File: src/rtl/core/rsadsm_pkg.sv
// Package: payload types, status codes and sizing constants for the small-modulus RSA decryptor.
package rsadsm_pkg;

    localparam int unsigned FIELD_W = 17;

    typedef enum logic [1:0] {
        ST_OK             = 2'd0,
        ST_NO_DIVISOR     = 2'd1,
        ST_NOT_INVERTIBLE = 2'd2
    } status_t;

    typedef struct packed {
        logic [FIELD_W-1:0] public_exponent;
        logic [FIELD_W-1:0] modulus;
        logic [FIELD_W-1:0] ciphertext;
    } in_beat_t;

    typedef struct packed {
        logic [FIELD_W-1:0] plaintext;
        status_t            status;
    } out_beat_t;

    // Requests and results between the sequencer and the bit-serial divider.
    typedef struct packed {
        logic start;
    } div_ctrl_t;

    typedef struct packed {
        logic busy;
        logic done;
    } div_stat_t;

endpackage

File: src/rtl/core/rsa_decrypt_small_modulus_unit.sv
// Top level: factor n, invert e mod phi, then c^d mod n, over one serial divider.
//
//  channel | ports               | direction | payload
//  input   | s_valid/s_ready/s_* | in        | in_beat_t (e, n, c)
//  result  | m_valid/m_ready/m_* | out       | out_beat_t (plaintext, status)
//
// One item at a time. Every divide runs on the shared bit-serial divider
// (start, one step per bit, done); an item costs about (trial divisors +
// Euclid steps + up to 2 per exponent bit + 2) divides.
// Reset clears the sequencer and output valid; no clearing pass.
// A waiting result blocks only the next item's start, held in the output register.
module rsa_decrypt_small_modulus_unit #(
    parameter int unsigned DIVISOR_LIMIT = 300
) (
    input  logic                  aclk,
    input  logic                  aresetn,
    input  logic                  s_valid,
    output logic                  s_ready,
    input  rsadsm_pkg::in_beat_t  s_data,
    output logic                  m_valid,
    input  logic                  m_ready,
    output rsadsm_pkg::out_beat_t m_data
);

    localparam int unsigned NW = rsadsm_pkg::FIELD_W;
    localparam int unsigned DW = 2 * NW;
    localparam int unsigned LW = $clog2(DIVISOR_LIMIT + 1);

    typedef enum logic [9:0] {
        S_IDLE  = 10'b0000000001,
        S_TRIAL = 10'b0000000010,
        S_QDIV  = 10'b0000000100,
        S_EUC   = 10'b0000001000,
        S_FIXD  = 10'b0000010000,
        S_CRED  = 10'b0000100000,
        S_MUL   = 10'b0001000000,
        S_SQR   = 10'b0010000000,
        S_WAIT  = 10'b0100000000,
        S_OUT   = 10'b1000000000
    } state_t;

    state_t state_reg, state_next;

    logic [NW-1:0] e_reg, e_next, n_reg, n_next, c_reg, c_next;
    logic [LW-1:0] i_reg, i_next;
    logic [NW-1:0] phi_reg, phi_next;
    // Euclid: a, b nonnegative; t values signed
    logic [NW-1:0] a_reg, a_next, b_reg, b_next;
    logic signed [NW+1:0] ta_reg, ta_next, tb_reg, tb_next;
    logic [NW-1:0] d_reg, d_next, acc_reg, acc_next, sq_reg, sq_next;
    logic          mulsel_reg, mulsel_next;
    logic          sqsel_reg, sqsel_next;
    logic          wait_reg, wait_next;
    rsadsm_pkg::out_beat_t res_reg, res_next;
    logic          mv_reg, mv_next;

    rsadsm_pkg::div_ctrl_t dctl;
    rsadsm_pkg::div_stat_t dst;
    logic [DW-1:0] dvd, dvs, quo, rem;
    logic [NW-1:0] rem_n;
    logic signed [NW+1:0] tnew;
    logic [DW-1:0] prod;

    rsadsm_divider #(.W(DW)) u_div (
        .aclk(aclk), .aresetn(aresetn), .ctrl(dctl), .dividend(dvd),
        .divisor(dvs), .stat(dst), .quotient(quo), .remainder(rem)
    );

    assign rem_n = rem[NW-1:0];
    // quotient of a by b fits in NW bits; product narrowed to t width
    assign tnew  = ta_reg - (NW+2)'($signed({1'b0, quo[NW-1:0]}) * tb_reg);

    always_comb begin
        state_next  = state_reg;
        e_next = e_reg; n_next = n_reg; c_next = c_reg;
        i_next = i_reg; phi_next = phi_reg;
        a_next = a_reg; b_next = b_reg; ta_next = ta_reg; tb_next = tb_reg;
        d_next = d_reg; acc_next = acc_reg; sq_next = sq_reg;
        mulsel_next = mulsel_reg; sqsel_next = sqsel_reg;
        wait_next = 1'b0;
        res_next = res_reg; mv_next = mv_reg;
        dctl.start = 1'b0;
        dvd = '0; dvs = '0;
        if (mv_reg && m_ready) mv_next = 1'b0;
        unique case (state_reg)
            S_IDLE: begin
                if (s_valid && !mv_reg) begin
                    e_next = s_data.public_exponent;
                    n_next = s_data.modulus;
                    c_next = s_data.ciphertext;
                    i_next = LW'(2);
                    state_next = S_TRIAL;
                end
            end
            S_TRIAL: begin
                if (!wait_reg && !dst.busy && !dst.done) begin
                    if (i_reg >= LW'(DIVISOR_LIMIT) || {{(NW+1){1'b0}}, i_reg} >=
                        (NW+LW+1)'(n_reg)) begin
                        res_next.plaintext = '0;
                        res_next.status = rsadsm_pkg::ST_NO_DIVISOR;
                        state_next = S_OUT;
                    end else begin
                        dctl.start = 1'b1;
                        dvd = DW'(n_reg);
                        dvs = DW'(i_reg);
                        wait_next = 1'b1;
                    end
                end else if (dst.done) begin
                    if (rem == '0) begin
                        phi_next = n_reg - NW'(i_reg) - quo[NW-1:0] + NW'(1);
                        a_next = n_reg - NW'(i_reg) - quo[NW-1:0] + NW'(1);
                        b_next = e_reg;
                        ta_next = '0;
                        tb_next = (NW+2)'(1);
                        state_next = S_EUC;
                    end else begin
                        i_next = i_reg + 1'b1;
                    end
                end
            end
            S_EUC: begin
                if (!wait_reg && !dst.busy && !dst.done) begin
                    if (b_reg == '0) begin
                        state_next = S_FIXD;
                    end else begin
                        dctl.start = 1'b1;
                        dvd = DW'(a_reg);
                        dvs = DW'(b_reg);
                        wait_next = 1'b1;
                    end
                end else if (dst.done) begin
                    a_next = b_reg;
                    b_next = rem_n;
                    ta_next = tb_reg;
                    tb_next = tnew;
                end
            end
            S_FIXD: begin
                if (a_reg != NW'(1)) begin
                    res_next.plaintext = '0;
                    res_next.status = rsadsm_pkg::ST_NOT_INVERTIBLE;
                    state_next = S_OUT;
                end else begin
                    // |ta| < phi, so one add brings it into range; phi==1 gives 0
                    if (ta_reg < 0) d_next = NW'(ta_reg + $signed({2'b00, phi_reg}));
                    else d_next = NW'(ta_reg);
                    if (phi_reg == NW'(1)) d_next = '0;
                    state_next = S_CRED;
                end
            end
            S_CRED: begin
                // sq = c mod n, then acc = 1 mod n
                if (!wait_reg && !dst.busy && !dst.done) begin
                    dctl.start = 1'b1;
                    dvd = sqsel_reg ? DW'(1) : DW'(c_reg);
                    dvs = DW'(n_reg);
                    wait_next = 1'b1;
                end else if (dst.done) begin
                    if (!sqsel_reg) begin
                        sq_next = rem_n;
                        sqsel_next = 1'b1;
                    end else begin
                        acc_next = rem_n;
                        sqsel_next = 1'b0;
                        state_next = S_MUL;
                    end
                end
            end
            S_MUL: begin
                if (d_reg == '0) begin
                    res_next.plaintext = acc_reg;
                    res_next.status = rsadsm_pkg::ST_OK;
                    state_next = S_OUT;
                end else if (!d_reg[0]) begin
                    state_next = S_SQR;
                end else if (!wait_reg && !dst.busy && !mulsel_reg) begin
                    dctl.start = 1'b1;
                    dvd = prod;
                    dvs = DW'(n_reg);
                    wait_next = 1'b1;
                    mulsel_next = 1'b1;
                end else if (dst.done) begin
                    acc_next = rem_n;
                    mulsel_next = 1'b0;
                    state_next = S_SQR;
                end
            end
            S_SQR: begin
                if (!wait_reg && !dst.busy && !mulsel_reg) begin
                    dctl.start = 1'b1;
                    dvd = prod;
                    dvs = DW'(n_reg);
                    wait_next = 1'b1;
                    mulsel_next = 1'b1;
                end else if (dst.done) begin
                    sq_next = rem_n;
                    d_next = d_reg >> 1;
                    mulsel_next = 1'b0;
                    state_next = S_MUL;
                end
            end
            S_OUT: begin
                if (!mv_reg) begin
                    mv_next = 1'b1;
                    state_next = S_IDLE;
                end
            end
            S_QDIV, S_WAIT: state_next = S_IDLE;
            default: state_next = S_IDLE;
        endcase
    end

    // one 17x17 multiply feeds the divider; operands chosen by state
    assign prod = DW'(((state_reg == S_SQR) ? sq_reg : acc_reg)) * DW'(sq_reg);

    always_ff @(posedge aclk) begin
        if (!aresetn) begin
            state_reg  <= S_IDLE;
            mv_reg     <= 1'b0;
            wait_reg   <= 1'b0;
            mulsel_reg <= 1'b0;
            sqsel_reg  <= 1'b0;
        end else begin
            state_reg  <= state_next;
            mv_reg     <= mv_next;
            wait_reg   <= wait_next;
            mulsel_reg <= mulsel_next;
            sqsel_reg  <= sqsel_next;
        end
        e_reg <= e_next; n_reg <= n_next; c_reg <= c_next;
        i_reg <= i_next; phi_reg <= phi_next;
        a_reg <= a_next; b_reg <= b_next; ta_reg <= ta_next; tb_reg <= tb_next;
        d_reg <= d_next; acc_reg <= acc_next; sq_reg <= sq_next;
        res_reg <= res_next;
    end

    assign s_ready = (state_reg == S_IDLE) && !mv_reg;
    assign m_valid = mv_reg;
    assign m_data  = res_reg;

endmodule

File: src/rtl/core/rsadsm_divider.sv
// Restoring divider, one quotient bit per cycle, MSB first.
module rsadsm_divider #(
    parameter int unsigned W = 34
) (
    input  logic                aclk,
    input  logic                aresetn,
    input  rsadsm_pkg::div_ctrl_t ctrl,
    input  logic [W-1:0]        dividend,
    input  logic [W-1:0]        divisor,
    output rsadsm_pkg::div_stat_t stat,
    output logic [W-1:0]        quotient,
    output logic [W-1:0]        remainder
);

    localparam int unsigned CW = $clog2(W + 1);

    logic [W-1:0]  quo_reg, quo_next;
    logic [W-1:0]  rem_reg, rem_next;
    logic [W-1:0]  dvs_reg, dvs_next;
    logic [CW-1:0] cnt_reg, cnt_next;
    logic          busy_reg, busy_next;
    logic          done_reg, done_next;
    logic [W:0]    trial;
    logic [W:0]    shifted;

    always_comb begin
        quo_next  = quo_reg;
        rem_next  = rem_reg;
        dvs_next  = dvs_reg;
        cnt_next  = cnt_reg;
        busy_next = busy_reg;
        done_next = 1'b0;
        shifted   = {rem_reg, quo_reg[W-1]};
        trial     = shifted - {1'b0, dvs_reg};
        if (ctrl.start) begin
            quo_next  = dividend;
            rem_next  = '0;
            dvs_next  = divisor;
            cnt_next  = CW'(W);
            busy_next = 1'b1;
        end else if (busy_reg) begin
            if (!trial[W]) begin
                rem_next = trial[W-1:0];
                quo_next = {quo_reg[W-2:0], 1'b1};
            end else begin
                rem_next = shifted[W-1:0];
                quo_next = {quo_reg[W-2:0], 1'b0};
            end
            cnt_next = cnt_reg - 1'b1;
            if (cnt_reg == CW'(1)) begin
                busy_next = 1'b0;
                done_next = 1'b1;
            end
        end
    end

    always_ff @(posedge aclk) begin
        if (!aresetn) begin
            busy_reg <= 1'b0;
            done_reg <= 1'b0;
            cnt_reg  <= '0;
        end else begin
            busy_reg <= busy_next;
            done_reg <= done_next;
            cnt_reg  <= cnt_next;
        end
        quo_reg <= quo_next;
        rem_reg <= rem_next;
        dvs_reg <= dvs_next;
    end

    assign stat.busy = busy_reg;
    assign stat.done = done_reg;
    assign quotient  = quo_reg;
    assign remainder = rem_reg;

endmodule

File: config.mk
export PLATFORM = sky130hd
export DESIGN_NAME = rsa_decrypt_small_modulus_unit
export DESIGN_NICKNAME = d
export VERILOG_FILES = /design/src/rtl/core/rsadsm_pkg.sv /design/src/rtl/core/rsa_decrypt_small_modulus_unit.sv /design/src/rtl/core/rsadsm_divider.sv
export SDC_FILE = /design/constraint.sdc
export NUM_CORES = 2
export LEC_CHECK = 0
export BUFFER_PORTS_ARGS = -buffer_cell sky130_fd_sc_hd__buf_4
export CELL_PAD_IN_SITES_DETAIL_PLACEMENT = 1
export CELL_PAD_IN_SITES_GLOBAL_PLACEMENT = 1
export CORE_MARGIN = 2
export CORE_UTILIZATION = 45
export DETAILED_ROUTE_END_ITERATION = 6
export GPL_ROUTABILITY_DRIVEN = 0
export GPL_TIMING_DRIVEN = 1
export HOLD_SLACK_MARGIN = 0.05
export PLACE_DENSITY = 0.75
export SETUP_SLACK_MARGIN = 0.2
export SLEW_MARGIN = 10
export SYNTH_ARGS = -nofsm -noshare
export SYNTH_HDL_FRONTEND = slang
export SYNTH_SLANG_ARGS = --single-unit
File: constraint.sdc
create_clock -name aclk -period 10.3 [get_ports aclk]
set_input_delay 1.545 -clock aclk [delete_from_list [all_inputs] [get_ports aclk]]
set_output_delay 1.545 -clock aclk [all_outputs]
set_load 0.05 [all_outputs]
==> run_results.csv <==
group,metric,value,unit
setup_path,critPathRequiredTime,10620,ps
synth,yosysWarnings,0,
power,powerDensity,166,nW/um^2
synth,synth_top_area_share,0.255,
global_route,grt_use_total,0.270,
timing,post-route-period-util,0.804,
clocking,postCtsResizedCells,0,
floorplan,start_util,0.454,
global_route,grt-ovfl-total,0,
clocking,postCtsSetupBuffers,0,
setup_path,cp_data_arrival_time,8600,ps
setup_path,critPathLaunchType,"flip-flop",
synth,synth_cell_types,76,
run_status,violations,"design-rule violations",
setup_path,end_kind,"flip-flop",
finish,nets,3923,
floorplan,die_y,270,um
finish,drive_above_1_share,0.0631,
synth,syn-num-nets,3916,
detailed_routing,drc,2,
timing,worst_slew_pin_slew,1210,ps
floorplan,rows,97,
power,ir_drop,0.154,mV
detailed_routing,routed_wl,97300,um
synth,postSynthCellCount,3229,
timing,maxClockFrequency,0.121,GHz
clocking,path_clk_slew,60,ps
finish,fill_cells,7870,
detailed_routing,vias,23800,
power,p_leak,15.5,nW
run,maxCapViolCount,0,
clocking,cts_buffers,39,
detailed_routing,viasPerCell,5.67,
clocking,clkSinkCount,324,
finish,syn_to_final_growth,8.78,%
synth,synth_flop_cell,"edfxtp_1",
timing,period_needed,8280,ps
floorplan,coreArea,70000,um^2
detailed_routing,met1_length,40200,um
detailed_routing,drtIter0Drc,1862,
power,p_comb_frac,0.391,
clocking,clkLatencyLatePin,580,ps
power,intPower,3.47,mW
clocking,cts_tree,"yes",
floorplan,ios,76,
global_route,antenna_found_initial,0,
finish,layoutNonFillerInstCount,4207,
timing,hold_viol,0,
finish,layout_common_cells,"505 x nand2_1, 483 x inv_1, 373 x fa_1",
synth,synth-seq-area-share,0.289,
detailed_routing,wl_met3,5600,um
hold_path,hp-class,"flip-flop to flip-flop",
synth,synth_edf_count,270,
power,switching_share,0.394,
clocking,htreeDepth,2,
detailed_routing,antenna_left,0,
global_route,grt_pass1_vias,26800,
timing,drv_slew,0,
finish,final_area,34600,um^2
detailed_routing,dr.max_layer_used,"met4",
synth,ys_top_cells_by_area,"edfxtp_1 25%, fa_1 23%, ha_1 10%",
floorplan,die_w,270,um
setup_path,worstPathMaxFanout,16,
detailed_routing,firstDrtPassIters,7,
run_status,status,"finished with violations",
setup_path,criticalPathCategory,"flip-flop to flip-flop",
synth,avgSynthCellArea,9.85,um^2
finish,mostFrequentLayoutCell,"nand2_1",
timing,clock-skew-final,31.7,ps
power,netSwitchingPower,2.26,mW
power,clkPwrFrac,0.258,
placement,dpl_cell_area,33300,um^2
timing,final-setup-viol-count,0,
timing,slew_headroom,0.195,
finish,diodes,0,
global_route,grt_max_degree,73,
clocking,clock-root-buffer,"clkbuf_16",
timing,grt_setup_unrepaired,"no",
placement,dp_hpwl,75000,um
floorplan,die_area,72900,um^2
global_route,grt_pass1_wl,154000,um
detailed_routing,wl_met2,48200,um
clocking,cts.path.max_buffers,3,
power,p_seq_frac,0.351,
placement,place_inst,4135,
synth,yosys.area.top_type,"edfxtp_1",
synth,ys_ff_latch,324,
synth,synth_area,31800,um^2
detailed_routing,drt-wirelength-per-cell,23.1,um
timing,tns,0,ps
clocking,cts.hold.buffers_added,0,
placement,port_buffers,75,
synth,async_flop_share,0,
cell usage after synthesis (all sizes together) (13+ instances only):
cell type,number
clkbuf,118
and3,16
o31ai,13
nor3,35
o211ai,17
nand3,27
a21o,31
o21a,22
xor2,41
a21oi,76
nor4,24
inv,485
edfxtp,270
xnor2,105
mux2i,27
o21ai,104
nand2,505
a31oi,20
ha,259
fa,373
nor2,103
dfxtp,54
and2,281
a222oi,24
nand2b,18
power groups by stage:
stage / clock [mW] / combinational (mW) / sequential, mW
global placement: 0 / 2.08 / 2.02
global route: 1.53 / 2.47 / 2.03
floorplan: 0 / 1.56 / 1.90
detailed placement: 0 / 2.19 / 2.03
finish: 1.48 / 2.24 / 2.01
CTS: 1.49 / 2.22 / 2.00
layout make-up:
type                       instances  area (um^2)  share of cell area
clock buffer                      43         1000              0.0289
clock inverter                    29          353              0.0102
inverter                         485         1820              0.0526
multi-input combinational       2290        20400               0.588
sequential                       324         9190               0.266
tap                              940         1180              0.0340
timing repair buffer              96          721              0.0208
logic make-up (layout without fill, tap and decap cells):
family,Yosys count,count (layout),share of synthesized area
compound gates,387,387,0.0814
xor+xnor,146,146,0.0402
fa+ha+maj,632,632,0.337
buf+inv,615,653,0.0727
flops,324,324,0.289
mux,39,39,0.0127
simple gates,1086,1086,0.168
per-stage QoR:
stage	hold WS (ps)	setup WS [ps]	total power, mW	utilization
floorplan	453	3130	3.46	-
global placement	465	2320	4.09	0.475
detailed placement	492	2110	4.22	0.475
CTS	508	2080	5.71	0.494
global route	535	1530	6.03	0.494
finish	501	2020	5.73	0.494
per-layer routing:
layer,vias to the layer above,track usage
met4,0,0.0904
li1,10600,-
met1,12300,0.349
met2,768,0.469
met3,207,0.0353
met5,-,0
worst paths after layout:
| check | startpoint | to | slack, ps | depth (start not counted) |
|---|---|---|---|---|
| setup / recovery | state_reg[9] | u_div.quotient[33] | 2020 | 26 |
| hold / removal | u_div.remainder[20] | u_div.remainder[20] | 500 | 2 |
| setup reg to reg | state_reg[9] | u_div.quotient[33] | 2020 | 26 |
| hold reg to reg | u_div.remainder[20] | u_div.remainder[20] | 500 | 2 |
critical path, stage by stage (launching register included):
cell and delay, ps:
dfxtp_1 360, nor4_1 370, and2_1 220, nand2_1 340, nand2_1 180, nand2_1 560, and2_1 440, fa_1 530
inv_1 50, fa_1 460, fa_1 500, fa_1 550, inv_1 60, fa_1 490, inv_1 50, fa_1 470
inv_1 40, ha_1 340, a21oi_1 200, o211ai_1 110, a21oi_1 220, a2bb2oi_1 250, nand2_1 160, a21oi_1 340
a21oi_1 130, or3_1 310, a32o_1 260
(Power assumes the default switching activity.)
